**src/rtl/core/epc_pkg.sv**
```systemverilog
// shared constants, state type and month length table for epoch_to_calendar
package epc_pkg;

    localparam int unsigned EpochW    = 32;
    localparam int unsigned RemW      = 17;
    localparam int unsigned OpW       = RemW + 1;
    localparam int unsigned DaysW     = 16;
    localparam int unsigned YearW     = 12;
    localparam int unsigned MonthW    = 4;
    localparam int unsigned DayW      = 5;
    localparam int unsigned HourW     = 5;
    localparam int unsigned MinuteW   = 6;
    localparam int unsigned SecondW   = 6;
    localparam int unsigned OutW      = 40;
    localparam int unsigned CntW      = 5;

    localparam logic [OpW-1:0]     SecsPerDay  = OpW'(86400);
    localparam logic [OpW-1:0]     SecsPerHour = OpW'(3600);
    localparam logic [OpW-1:0]     SecsPerMin  = OpW'(60);
    localparam logic [YearW-1:0]   BaseYear    = YearW'(1970);
    localparam logic [6:0]         BaseMod100  = 7'd70;
    localparam logic [8:0]         BaseMod400  = 9'd370;
    localparam logic [1:0]         BaseMod4    = 2'd2;
    localparam logic [8:0]         LeapYearLen = 9'd366;
    localparam logic [8:0]         YearLen     = 9'd365;
    localparam logic [MonthW-1:0]  LastMonth   = MonthW'(11);
    localparam logic [MonthW-1:0]  February    = MonthW'(1);

    localparam logic [CntW-1:0]    DayDivSteps  = CntW'(31);
    localparam logic [CntW-1:0]    HourDivSteps = CntW'(16);
    localparam logic [CntW-1:0]    MinDivSteps  = CntW'(11);

    typedef enum logic [6:0] {
        ST_IDLE     = 7'b0000001,
        ST_DIV_DAY  = 7'b0000010,
        ST_DIV_HOUR = 7'b0000100,
        ST_DIV_MIN  = 7'b0001000,
        ST_YEAR     = 7'b0010000,
        ST_MONTH    = 7'b0100000,
        ST_DONE     = 7'b1000000
    } epc_state_t;

    function automatic logic [4:0] month_len(input logic [MonthW-1:0] mon, input logic leap);
        logic [4:0] len;
        begin
            case (mon)
                4'd0:    len = 5'd31;
                4'd1:    len = leap ? 5'd29 : 5'd28;
                4'd2:    len = 5'd31;
                4'd3:    len = 5'd30;
                4'd4:    len = 5'd31;
                4'd5:    len = 5'd30;
                4'd6:    len = 5'd31;
                4'd7:    len = 5'd31;
                4'd8:    len = 5'd30;
                4'd9:    len = 5'd31;
                4'd10:   len = 5'd30;
                4'd11:   len = 5'd31;
                default: len = 5'd31;
            endcase
            return len;
        end
    endfunction

endpackage

```
**src/rtl/core/epoch_to_calendar.sv**
```systemverilog
// epoch seconds to gregorian date and time, one shared subtract-compare unit
//
// Converts a 32-bit unsigned count of seconds since 1970-01-01 00:00:00 into
// year, month, day, hour, minute and second. A single 18-bit subtract/compare
// unit does all arithmetic under a small sequencer: 32 restoring-division
// steps by 86400, 17 steps by 3600, 12 steps by 60, then one compare per
// year (each whole year taken off plus the closing compare, up to 137) and one
// per month (up to 12), plus an accept state and a result state. The result
// state waits for the output register to free up. One request is worked
// on at a time; s_tready is high while the sequencer is idle, and the next
// request may be taken while the previous result still waits in the output
// register.
module epoch_to_calendar (
    input  logic                       clk,
    input  logic                       rst_n,
    input  logic                       s_tvalid,
    output logic                       s_tready,
    input  logic [epc_pkg::EpochW-1:0] s_tdata,   // epoch_seconds[31:0]
    output logic                       m_tvalid,
    input  logic                       m_tready,
    // year[11:0], month[15:12], day[20:16], hour[25:21], minute[31:26],
    // second[37:32], zero[39:38]
    output logic [epc_pkg::OutW-1:0]   m_tdata
);
    import epc_pkg::*;

    epc_state_t           state_reg, state_next;
    logic [EpochW-1:0]    acc_reg, acc_next;
    logic [RemW-1:0]      rem_reg, rem_next;
    logic [CntW-1:0]      cnt_reg, cnt_next;
    logic [DaysW-1:0]     days_reg, days_next;
    logic [YearW-1:0]     year_reg, year_next;
    logic [1:0]           mod4_reg, mod4_next;
    logic [6:0]           mod100_reg, mod100_next;
    logic [8:0]           mod400_reg, mod400_next;
    logic [MonthW-1:0]    mon_reg, mon_next;
    logic [HourW-1:0]     hour_reg, hour_next;
    logic [MinuteW-1:0]   min_reg, min_next;
    logic [SecondW-1:0]   sec_reg, sec_next;
    logic                 m_tvalid_reg, m_tvalid_next;
    logic [OutW-1:0]      m_tdata_reg, m_tdata_next;

    logic [OpW-1:0]       op_a, op_b;
    logic [OpW:0]         diff;
    logic                 ge;
    logic                 leap;
    logic [RemW-1:0]      step_rem;
    logic [EpochW-1:0]    step_acc;
    logic                 out_free;
    logic [DayW-1:0]      day_out;
    logic [MonthW-1:0]    month_out;

    assign leap = ((mod4_reg == 2'd0) && (mod100_reg != 7'd0)) || (mod400_reg == 9'd0);

    // shared subtract/compare unit
    always_comb
    begin
        op_a = {rem_reg, acc_reg[EpochW-1]};
        op_b = SecsPerDay;
        unique case (state_reg)
            ST_DIV_DAY:  op_b = SecsPerDay;
            ST_DIV_HOUR: op_b = SecsPerHour;
            ST_DIV_MIN:  op_b = SecsPerMin;
            ST_YEAR:
            begin
                op_a = OpW'(days_reg);
                op_b = leap ? OpW'(LeapYearLen) : OpW'(YearLen);
            end
            ST_MONTH:
            begin
                op_a = OpW'(days_reg);
                op_b = OpW'(month_len(mon_reg, leap));
            end
            default:
            begin
                op_a = {rem_reg, acc_reg[EpochW-1]};
                op_b = SecsPerDay;
            end
        endcase
    end

    assign diff     = {1'b0, op_a} - {1'b0, op_b};
    assign ge       = ~diff[OpW];
    assign step_rem = ge ? diff[RemW-1:0] : op_a[RemW-1:0];
    assign step_acc = {acc_reg[EpochW-2:0], ge};
    assign out_free = !m_tvalid_reg || m_tready;
    assign day_out   = DayW'(days_reg) + DayW'(1);
    assign month_out = mon_reg + MonthW'(1);

    always_comb
    begin
        state_next    = state_reg;
        acc_next      = acc_reg;
        rem_next      = rem_reg;
        cnt_next      = cnt_reg;
        days_next     = days_reg;
        year_next     = year_reg;
        mod4_next     = mod4_reg;
        mod100_next   = mod100_reg;
        mod400_next   = mod400_reg;
        mon_next      = mon_reg;
        hour_next     = hour_reg;
        min_next      = min_reg;
        sec_next      = sec_reg;
        m_tdata_next  = m_tdata_reg;
        m_tvalid_next = m_tvalid_reg && !m_tready;

        unique case (state_reg)
            ST_IDLE:
            begin
                if (s_tvalid)
                begin
                    acc_next   = s_tdata;
                    rem_next   = '0;
                    cnt_next   = DayDivSteps;
                    state_next = ST_DIV_DAY;
                end
            end
            ST_DIV_DAY:
            begin
                acc_next = step_acc;
                rem_next = step_rem;
                cnt_next = cnt_reg - CntW'(1);
                if (cnt_reg == '0)
                begin
                    days_next  = step_acc[DaysW-1:0];
                    // left-align time of day for the next division
                    acc_next   = {step_rem, {(EpochW-RemW){1'b0}}};
                    rem_next   = '0;
                    cnt_next   = HourDivSteps;
                    state_next = ST_DIV_HOUR;
                end
            end
            ST_DIV_HOUR:
            begin
                acc_next = step_acc;
                rem_next = step_rem;
                cnt_next = cnt_reg - CntW'(1);
                if (cnt_reg == '0)
                begin
                    hour_next  = step_acc[HourW-1:0];
                    acc_next   = {step_rem[11:0], {(EpochW-12){1'b0}}};
                    rem_next   = '0;
                    cnt_next   = MinDivSteps;
                    state_next = ST_DIV_MIN;
                end
            end
            ST_DIV_MIN:
            begin
                acc_next = step_acc;
                rem_next = step_rem;
                cnt_next = cnt_reg - CntW'(1);
                if (cnt_reg == '0)
                begin
                    min_next    = step_acc[MinuteW-1:0];
                    sec_next    = step_rem[SecondW-1:0];
                    year_next   = BaseYear;
                    mod4_next   = BaseMod4;
                    mod100_next = BaseMod100;
                    mod400_next = BaseMod400;
                    state_next  = ST_YEAR;
                end
            end
            ST_YEAR:
            begin
                if (ge)
                begin
                    days_next   = diff[DaysW-1:0];
                    year_next   = year_reg + YearW'(1);
                    mod4_next   = mod4_reg + 2'd1;
                    mod100_next = (mod100_reg == 7'd99) ? 7'd0 : mod100_reg + 7'd1;
                    mod400_next = (mod400_reg == 9'd399) ? 9'd0 : mod400_reg + 9'd1;
                end
                else
                begin
                    mon_next   = '0;
                    state_next = ST_MONTH;
                end
            end
            ST_MONTH:
            begin
                if (ge && (mon_reg != LastMonth))
                begin
                    days_next = diff[DaysW-1:0];
                    mon_next  = mon_reg + MonthW'(1);
                end
                else
                begin
                    state_next = ST_DONE;
                end
            end
            ST_DONE:
            begin
                if (out_free)
                begin
                    m_tdata_next  = {2'b00, sec_reg, min_reg, hour_reg, day_out,
                                     month_out, year_reg};
                    m_tvalid_next = 1'b1;
                    state_next    = ST_IDLE;
                end
            end
            default:
            begin
                state_next = ST_IDLE;
            end
        endcase
    end

    always_ff @(posedge clk or negedge rst_n)
    begin
        if (!rst_n)
        begin
            state_reg    <= ST_IDLE;
            cnt_reg      <= '0;
            m_tvalid_reg <= 1'b0;
        end
        else
        begin
            state_reg    <= state_next;
            cnt_reg      <= cnt_next;
            m_tvalid_reg <= m_tvalid_next;
        end
    end

    always_ff @(posedge clk)
    begin
        acc_reg     <= acc_next;
        rem_reg     <= rem_next;
        days_reg    <= days_next;
        year_reg    <= year_next;
        mod4_reg    <= mod4_next;
        mod100_reg  <= mod100_next;
        mod400_reg  <= mod400_next;
        mon_reg     <= mon_next;
        hour_reg    <= hour_next;
        min_reg     <= min_next;
        sec_reg     <= sec_next;
        m_tdata_reg <= m_tdata_next;
    end

    assign s_tready = (state_reg == ST_IDLE);
    assign m_tvalid = m_tvalid_reg;
    assign m_tdata  = m_tdata_reg;

`ifndef SYNTHESIS
    // year search never runs past the last representable year
    a_year_range: assert property (@(posedge clk) disable iff (!rst_n)
        (state_reg == ST_YEAR) |-> (year_reg <= YearW'(2106)))
        else $error("year search ran past 2106");

    // the mod-4 counter tracks the low bits of the year
    a_mod4_track: assert property (@(posedge clk) disable iff (!rst_n)
        (state_reg == ST_YEAR || state_reg == ST_MONTH) |-> (mod4_reg == year_reg[1:0]))
        else $error("leap counter out of step with year");

    // month search stays within the year and its remaining days fit a year
    a_month_range: assert property (@(posedge clk) disable iff (!rst_n)
        (state_reg == ST_MONTH) |-> ((mon_reg <= LastMonth) && (days_reg < DaysW'(366))))
        else $error("month search out of range");

    // a finished conversion lands in the output register on the next edge
    a_result_loaded: assert property (@(posedge clk) disable iff (!rst_n)
        (state_reg == ST_DONE && out_free) |=> (m_tvalid && state_reg == ST_IDLE))
        else $error("finished conversion not presented");
`endif

endmodule
```
**config.mk**
```make
export PLATFORM = sky130hd
export DESIGN_NAME = epoch_to_calendar
export DESIGN_NICKNAME = d
export VERILOG_FILES = /design/src/rtl/core/epc_pkg.sv /design/src/rtl/core/epoch_to_calendar.sv
export SDC_FILE = /design/constraint.sdc
export NUM_CORES = 1
export LEC_CHECK = 0
export BUFFER_PORTS_ARGS = -buffer_cell sky130_fd_sc_hd__buf_2
export CORE_ASPECT_RATIO = 0.8
export CORE_MARGIN = 8
export CORE_UTILIZATION = 67
export CTS_BUF_LIST = sky130_fd_sc_hd__clkbuf_4 sky130_fd_sc_hd__clkbuf_8
export DETAILED_ROUTE_END_ITERATION = 6
export GPL_ROUTABILITY_DRIVEN = 0
export HOLD_SLACK_MARGIN = 0.15
export MAX_ROUTING_LAYER = met4
export PLACE_DENSITY_LB_ADDON = 0.3
export REMOVE_ABC_BUFFERS = 1
export SKIP_CTS_REPAIR_TIMING = 1
export SYNTH_ARGS = -nofsm -noshare
export SYNTH_HDL_FRONTEND = slang
export SYNTH_SLANG_ARGS = --single-unit
```
**constraint.sdc**
```tcl
create_clock -name clk -period 15 [get_ports clk]
set_clock_uncertainty 0.05 [all_clocks]
set_input_delay 2.25 -clock clk [delete_from_list [all_inputs] [get_ports clk]]
set_output_delay 2.25 -clock clk [all_outputs]
set_load 0.01 [all_outputs]
```
* Yosys cells after proc, flatten, opt, wreduce, memory -nomap -nowiden *
Index checks and enable logic that the tools add are counted.

cells by class
  add/sub/neg operators = 8
  equality and inequality tests = 24
  muxes and demuxes = 48
  bitwise logic cells = 1
  reductions and logical operators = 28

operator list
  kind                     number
  $pmux W32 S4             1
  $mux W32                 3
  $mux W7                  10
  $pmux W17 S4             1
  $mux W17                 3
  $pmux W17 S3             1
  $pmux W7 S7              1
  $mux W16                 3
  $pmux W16 S3             1
  $mux W9                  3
  $mux W12                 2
  $pmux W12 S2             1
  $pmux W5 S4              1
  $sub A18 B18 Y19         1
  $mux W18                 1
  $ne A2 B2 Y1 const B     9
  $pmux W9 S2              1
  $mux W5                  3
  $eq A7 B7 Y1 const B     2
  $pmux W7 S2              1
  $add A12 B1 Y12 const B  1
  $reduce_and A2 Y1        5
  $add A9 B1 Y9 const B    1
  $eq A9 B9 Y1 const B     1
  other kinds (37)         52

word-level totals
  register bits after elaboration = 167
  input port bits = 36
  output and inout bits = 42

* Logic depth before layout (Yosys ltp) *
Gate-level depths: netlist of the first run.

  word-level depth = 11
  gate-level depth with buffers = 20
  mapped depth without buffers = 18

* Worst setup path before layout of the first run *
Ideal clock, no wire load.

  path kind = reg-to-reg
  start point = reg mod400_reg[8]
  end point = reg mod100_reg[0] (enable)
  setup time = 0.427 ns
  arrival = 4.607 ns
  required time = 14.523 ns
  path slack = 9.916 ns
  stages on the path, launching flop included = 15
  buffers on the path = 2
  cells stage by stage = edfxtp_1 -> or4_1 -> nor4_1 -> a22o_1 -> o22ai_1 -> ha_1 -> fa_1 -> nor2b_1 -> o2111ai_1 -> nand3_1 -> a311oi_2 -> o21a_1 -> buf_4 -> buf_2 -> a21oi_1

between the ends
  cells in the longest elaborated chain, start to end = 8
  elaborated cells on any way between the ends = 9

ends and longest elaborated chain
  item                                  RTL line                  text
  start: declaration                    epoch_to_calendar.sv:35   logic [8:0] mod400_reg, mod400_next;
  start signal: assignment              epoch_to_calendar.sv:233  mod400_reg <= mod400_next;
  $logic_not A9 Y1 *                    epoch_to_calendar.sv:53   assign leap = ((mod4_reg == 2'd0) && (mod100_reg != 7'd0)) || (mod400_reg == 9'd0);
  $logic_or A1 B1 Y1 *                  epoch_to_calendar.sv:53
  $mux W1                               epc_pkg.sv:48             4'd1: len = leap ? 5'd29 : 5'd28;
  $pmux W2 S2                           epc_pkg.sv:46             case (mon)
  $pmux W17 S4 *                        epoch_to_calendar.sv:60   unique case (state_reg)
  $sub A18 B18 Y19 *                    epoch_to_calendar.sv:82   assign diff = {1'b0, op_a} - {1'b0, op_b};
  $ne A2 B2 Y1 (no source line) *       --
  $reduce_and A3 Y1 (no source line) *  --
  end signal: assignment                epoch_to_calendar.sv:232  mod100_reg <= mod100_next;
  end: declaration                      epoch_to_calendar.sv:34   logic [6:0] mod100_reg, mod100_next;

Every way passes the cells marked *; elsewhere a longest branch is shown, timed or not.
A chain may end at the register's enable or synchronous reset.

* Worst setup path in the final report of the first run *
  start point = reg state_reg[1]
  end point = reg acc_reg[24] (data pin)

between the ends
  cells in the longest elaborated chain, start to end = 7
  elaborated cells on any way between the ends = 14

ends and longest elaborated chain
  item                                                 RTL line                                            text
  start: declaration                                   epoch_to_calendar.sv:27                             epc_state_t state_reg, state_next;
  start signal: assignment                             epoch_to_calendar.sv:219                            state_reg <= state_next;
  $eq A7 B6 Y1 / $eq A7 B5 Y1 (equally long branches)  epoch_to_calendar.sv:60
  $reduce_or A2 Y1 (no source line)                    --
  $mux W18                                             epoch_to_calendar.sv:60
  $sub A18 B18 Y19                                     epoch_to_calendar.sv:82
  $mux W17                                             epoch_to_calendar.sv:84                             assign step_rem = ge ? diff[RemW-1:0] : op_a[RemW-1:0];
  $mux W32, on equally long branches                   epoch_to_calendar.sv:139, epoch_to_calendar.sv:124
  $pmux W32 S4 *                                       epoch_to_calendar.sv:108                            unique case (state_reg)
  named net acc_next[24]                               epoch_to_calendar.sv:28                             logic [EpochW-1:0] acc_reg, acc_next;
  end signal: assignment                               epoch_to_calendar.sv:227                            acc_reg <= acc_next;
  end: declaration                                     epoch_to_calendar.sv:28

The timed path passes the listed nets; every way through them passes the cells marked *.

==> results.json, run 1 <==
{
  "status": "completed",
  "leakage_nw": 3.85,
  "cellPowerDensity_mw_per_mm2": 181,
  "multi_input_area_mm2": 0.00353,
  "clockBufferDepth": 2,
  "grt_use_total_pct": 26.5,
  "arrival_ns": 6.62,
  "synth-warning-count": 0,
  "tns_ns": 0,
  "ys_seq_area_share_pct": 56.8,
  "synth_area_leaders": "edfxtp_1 (53%), nand2_1 (4.2%), ha_1 (3.9%)",
  "final_cell_area_mm2": 0.00967,
  "cp_slowest_cell": "o21a_1",
  "dieWidth_um": 144,
  "netlist_instances": 779,
  "power_mw": 1.75,
  "portBuffers": 75,
  "max-cap-violations": 0,
  "netlist_area_mm2": 0.00871,
  "root_buffer": "clkbuf_8",
  "fillers": 857,
  "wl_per_cell_um": 20.7,
  "crit_fanout": 19,
  "synth_area_leader_cell": "edfxtp_1",
  "place_area_mm2": 0.00926,
  "min_period_ns": 6.45,
  "setup_ws_ns": 8.55,
  "area_growth_syn_to_layout_pct": 11.0,
  "vias": 6838,
  "max_freq_ghz": 0.155,
  "critPathCaptureType": "register",
  "start_kind": "register",
  "avgViaCountPerCell": 6.59,
  "clock_latency_ns": 0.47,
  "maxSlewViolCount": 0,
  "cts_tree": "built",
  "grt_antenna_before_repair": 0,
  "clock_sinks": 167,
  "place_worst_setup_slack_ns": 8.87,
  "drt_wl_total_mm": 21.4,
  "regArea_mm2": 0.00495,
  "synth_seq_cells": 167,
  "fin_crit_sh_pct": 43.0,
  "cts_made_buffers": 17,
  "clk_pin_slew_ns": 0.10,
  "rows": 37,
  "largest_reg_flops": 38,
  "drtIter0Drc": 1000,
  "slowest_delay_ns": 0.77,
  "diodes": 0,
  "nets": 914,
  "synth-main-ff-cell": "edfxtp_1",
  "path_cells": "or3_1 -> nor3_1 -> and3b_1 -> clkinv_1 -> nand2_1 -> nor2_1 -> ha_1 -> a21o_1 -> a21oi_1 -> nand3_1 -> a311oi_2 -> o21a_1 -> inv_4 -> mux2i_1 -> o221ai_1 -> a22o_1",
  "setup_viol": 0,
  "rsz0062_at_grt": "false",
  "synth_cell_types": 70,
  "hp-class": "reg -> reg",
  "cp_top_family": "compound AO/OA/AOI/OAI gates",
  "grt_pass1_vias": 6586,
  "grt_pass1_wl_mm": 34.1,
  "path_class": "reg -> reg",
  "dieArea_mm2": 0.0169,
  "drt-pass1-iter-count": 6,
  "tightest_slew_ns": 1.14,
  "start_util_pct": 68.2,
  "required_ns": 15.17,
  "maxSlewHeadroom_pct": 23.9,
  "holdWs_ns": 0.375,
  "avgSynthCellArea_um2": 11.2,
  "pin_count": 78,
  "yosysMostFrequentCell": "edfxtp_1",
  "synth_edf_count": 154,
  "hold_viol": 0,
  "synth_top_cell_area_share_pct": 53.1,
  "htreeDepth": 4,
  "die_h_um": 118,
  "async_flop_share_pct": 7.78,
  "ant_nets": 0,
  "grt.overflow.total": 0,
  "synth_commonest_cells": "edfxtp_1 (154), nand2_1 (98), nor2_1 (70)",
  "dpl.hpwl_mm": 15.0,
  "route.detailed.drc": 0,
  "ff2ff_setup_slack_ns": 8.55,
  "grt_max_degree": 46,
  "drive_gt1_share_pct": 16.1,
  "core_region_area_mm2": 0.0128,
  "irDropWorstVdd_uv": 102,
  "cp.buffers_inverters": 2
}
==> final timing paths <==
kind / cells after the start / startpoint / to
max reg2reg: 16 / state_reg[1]$_DFFE_PN0P_ / acc_reg[24]$_DFFE_PP_
min in group asynchronous: 1 / rst_n / cnt_reg[4]$_DFFE_PN0P_
min: 0 / hour_reg[1]$_DFFE_PP_ / m_tdata[22]$_DFFE_PP_
min reg2reg: 0 / hour_reg[1]$_DFFE_PP_ / m_tdata[22]$_DFFE_PP_
max: 16 / state_reg[1]$_DFFE_PN0P_ / acc_reg[24]$_DFFE_PP_
max in group asynchronous: 1 / rst_n / state_reg[0]$_DFFE_PN1P_
==> report_power, final <==
part	leakage, nW	switching (mW)	internal [mW]
Clock	0.211	0.181	0.156
Sequential	1.68	0.0508	0.646
Combinational	1.96	0.470	0.245
Total	3.85	0.701	1.05
==> metal layers <==
metal  track usage, %  routed length, um  vias to the layer above
li1                 -                  -                     3055
met1             34.5               8520                     3230
met2             37.7               9510                      476
met3             8.15               2660                       77
met4             11.3                748                        0
met5                -                  0                        -
==> through the flow <==
step                      instances  util [%]
after floorplan                 748         -
after global placement         1006      72.5
after detailed placement       1006      72.5
after CTS                      1038      75.7
after global routing           1038      75.7
final                          1038      75.7
==> cell families after synthesis <==
logic type | count (synthesis) | share of synthesized area [%]
DFF | 167 | 56.8
adders and majority gates | 28 | 4.11
other | 1 | 0.0430
buffers and inverters | 64 | 3.03
AOI/OAI and AO/OA | 188 | 15.2
muxes | 18 | 2.25
and+or+nand+nor | 281 | 15.3
xor gates and xnor gates | 32 | 3.30
==> cell usage in the layout (no fill, tap or decap), drive strengths merged, types with 8 or more instances in the layout <==
cell type,count
nor2,70
a22o,17
o21a,9
dfrtp,12
buf,83
mux2i,11
a21oi,29
nor3,10
o31ai,8
and2,17
o21ai,46
xnor2,16
or3,10
and3,12
inv,41
edfxtp,154
clkbuf,17
nand3,26
a221oi,11
ha,27
o211ai,11
nand2,98
xor2,16
==> area by class of cell <==
class,count,share of cell area [%]
clock buffers,17,2.42
well taps,175,2.26
repair buffers,83,4.50
inverters,32,1.27
multi-input cells,549,36.5
flip-flops and latches,167,51.2
clock inverters,15,1.85
Power figures use the tool's default switching activity.
==> run 2, diff against run 1 <==
--- a/config.mk
+++ b/config.mk
@@ -8,7 +8,7 @@
 export BUFFER_PORTS_ARGS = -buffer_cell sky130_fd_sc_hd__buf_2
 export CORE_ASPECT_RATIO = 0.8
 export CORE_MARGIN = 8
-export CORE_UTILIZATION = 67
+export CORE_UTILIZATION = 56
 export CTS_BUF_LIST = sky130_fd_sc_hd__clkbuf_4 sky130_fd_sc_hd__clkbuf_8
 export DETAILED_ROUTE_END_ITERATION = 6
 export GPL_ROUTABILITY_DRIVEN = 0
==> constraint.sdc (replaced) <==
create_clock -name clk -period 5.2 [get_ports clk]
set_clock_uncertainty 0.05 [all_clocks]
set_input_delay 0.78 -clock clk [delete_from_list [all_inputs] [get_ports clk]]
set_output_delay 0.78 -clock clk [all_outputs]
set_load 0.01 [all_outputs]
==> results.json, run 2 (synthesized netlist as in run 1, its figures left out) <==
{
  "hp-class": "reg -> reg",
  "setup_viol": 0,
  "cts_made_buffers": 17,
  "mostFrequentLayoutCell": "edfxtp_1",
  "grt_pass1_wl_mm": 34.6,
  "clk_pin_slew_ns": 0.11,
  "arrival_ns": 5.05,
  "path_cells": "or3_1 -> nor3_1 -> and3b_2 -> clkinv_1 -> nand2_1 -> nor2_1 -> ha_1 -> a21o_1 -> a31o_2 -> o2111ai_1 -> a21oi_1 -> o21ai_0 -> nand2_1 -> a311oi_1 -> o31ai_1",
  "drt_wl_total_mm": 22.0,
  "area_growth_syn_to_layout_pct": 12.8,
  "hold_viol": 0,
  "grt_max_degree": 39,
  "final_cells": 1086,
  "max-cap-violations": 0,
  "fin_crit_sh_pct": 94.7,
  "grt_pass1_vias": 6431,
  "cellPowerDensity_mw_per_mm2": 517,
  "final_cell_mix": "edfxtp_1 (154), nand2_1 (98), buf_2 (75)",
  "start_util_pct": 57.6,
  "core_region_area_mm2": 0.0151,
  "leakage_nw": 3.91,
  "setup_ws_ns": 0.277,
  "clockBufferDepth": 2,
  "grt_antenna_before_repair": 0,
  "maxSlewViolCount": 0,
  "max_freq_ghz": 0.203,
  "min_period_ns": 4.92,
  "grt_use_total_pct": 23.0,
  "ant_nets": 0,
  "crit_fanout": 10,
  "final_util_pct": 65.0,
  "nets": 927,
  "dieArea_mm2": 0.0198,
  "clock_latency_ns": 0.48,
  "vias": 6723,
  "drt-pass1-iter-count": 5,
  "drive_gt1_share_pct": 17.8,
  "avgViaCountPerCell": 6.19,
  "irDropWorstVdd_uv": 360,
  "route.detailed.drc": 0,
  "required_ns": 5.33,
  "root_buffer": "clkbuf_8",
  "slowest_delay_ns": 0.70,
  "cts_tree": "built",
  "diodes": 0,
  "portBuffers": 75,
  "drtIter0Drc": 894,
  "dp.cells": 1051,
  "rows": 40,
  "holdWs_ns": 0.371,
  "place_worst_setup_slack_ns": 0.230,
  "grt.overflow.total": 0,
  "tightest_slew_ns": 1.16,
  "wl_per_cell_um": 20.3,
  "dpl.hpwl_mm": 15.6,
  "path_class": "reg -> reg",
  "status": "completed",
  "clock_sinks": 167,
  "critPathCaptureType": "register",
  "die_h_um": 128,
  "maxSlewHeadroom_pct": 22.3,
  "rsz0062_at_grt": "false",
  "cp_slowest_cell": "a311oi_1",
  "htreeDepth": 4,
  "crit_top_cell": "nand2_1",
  "dieWidth_um": 155,
  "pin_count": 78,
  "largest_reg_flops": 38,
  "start_kind": "register"
}
-- run 2: where the power goes --
part	internal, mW	switching (mW)	leakage (nW)
Sequential	1.86	0.148	1.68
Combinational	0.749	1.37	2.02
Clock	0.408	0.548	0.211
Total	3.02	2.07	3.91
-- run 2: per-layer routing --
layer / share of wire [%] / track usage (%)
met5: 0 / -
met3: 12 / 6.03
met1: 42 / 30.6
met4: 3.2 / 10.6
met2: 43 / 32.5
-- run 2: worst paths after layout --
kind / from / to / slack [ns] / cells after the start
worst min-delay path: min_reg[1]$_DFFE_PP_ / m_tdata[27]$_DFFE_PP_ / 0.37 / 0
min in group asynchronous: rst_n / state_reg[2]$_DFFE_PN0P_ / 0.67 / 2
worst min register to register: min_reg[1]$_DFFE_PP_ / m_tdata[27]$_DFFE_PP_ / 0.37 / 0
max in group asynchronous: rst_n / state_reg[0]$_DFFE_PN1P_ / 4.13 / 2
worst max-delay path: state_reg[1]$_DFFE_PN0P_ / rem_reg[13]$_DFFE_PP_ / 0.28 / 15
worst max register to register: state_reg[1]$_DFFE_PN0P_ / rem_reg[13]$_DFFE_PP_ / 0.28 / 15
-- run 2: worst max-delay path: cells and delay by family (launching register included) --
family	cells	cell delay, ns
flip-flops	1	0.44
buffers and inverters	1	0.13
adder cells (fa/ha/maj)	1	0.38
AND/OR/NAND/NOR	6	1.39
AO/OA/AOI/OAI	7	2.23
-- run 2: final cells by class --
cell class / instances / area (um^2)
Fill cell: 1189 / 5280
Sequential cell: 167 / 4950
Multi-Input combinational cell: 549 / 3540
Timing Repair Buffer: 96 / 536
Tap cell: 210 / 263
Clock buffer: 17 / 234
Clock inverter: 15 / 181
Inverter: 32 / 123
-- run 2: stage by stage --
| stage | setup TNS [ns] | cell area [um^2] | power [mW] |
|---|---|---|---|
| global route | 0 | 9830 | 5.32 |
| CTS | 0 | 9790 | 5.02 |
| finish | 0 | 9830 | 5.08 |
| detailed placement | 0 | 9380 | 4.07 |
| floorplan | -31.33 | 8580 | 3.38 |
| global placement | 0 | 9380 | 3.98 |
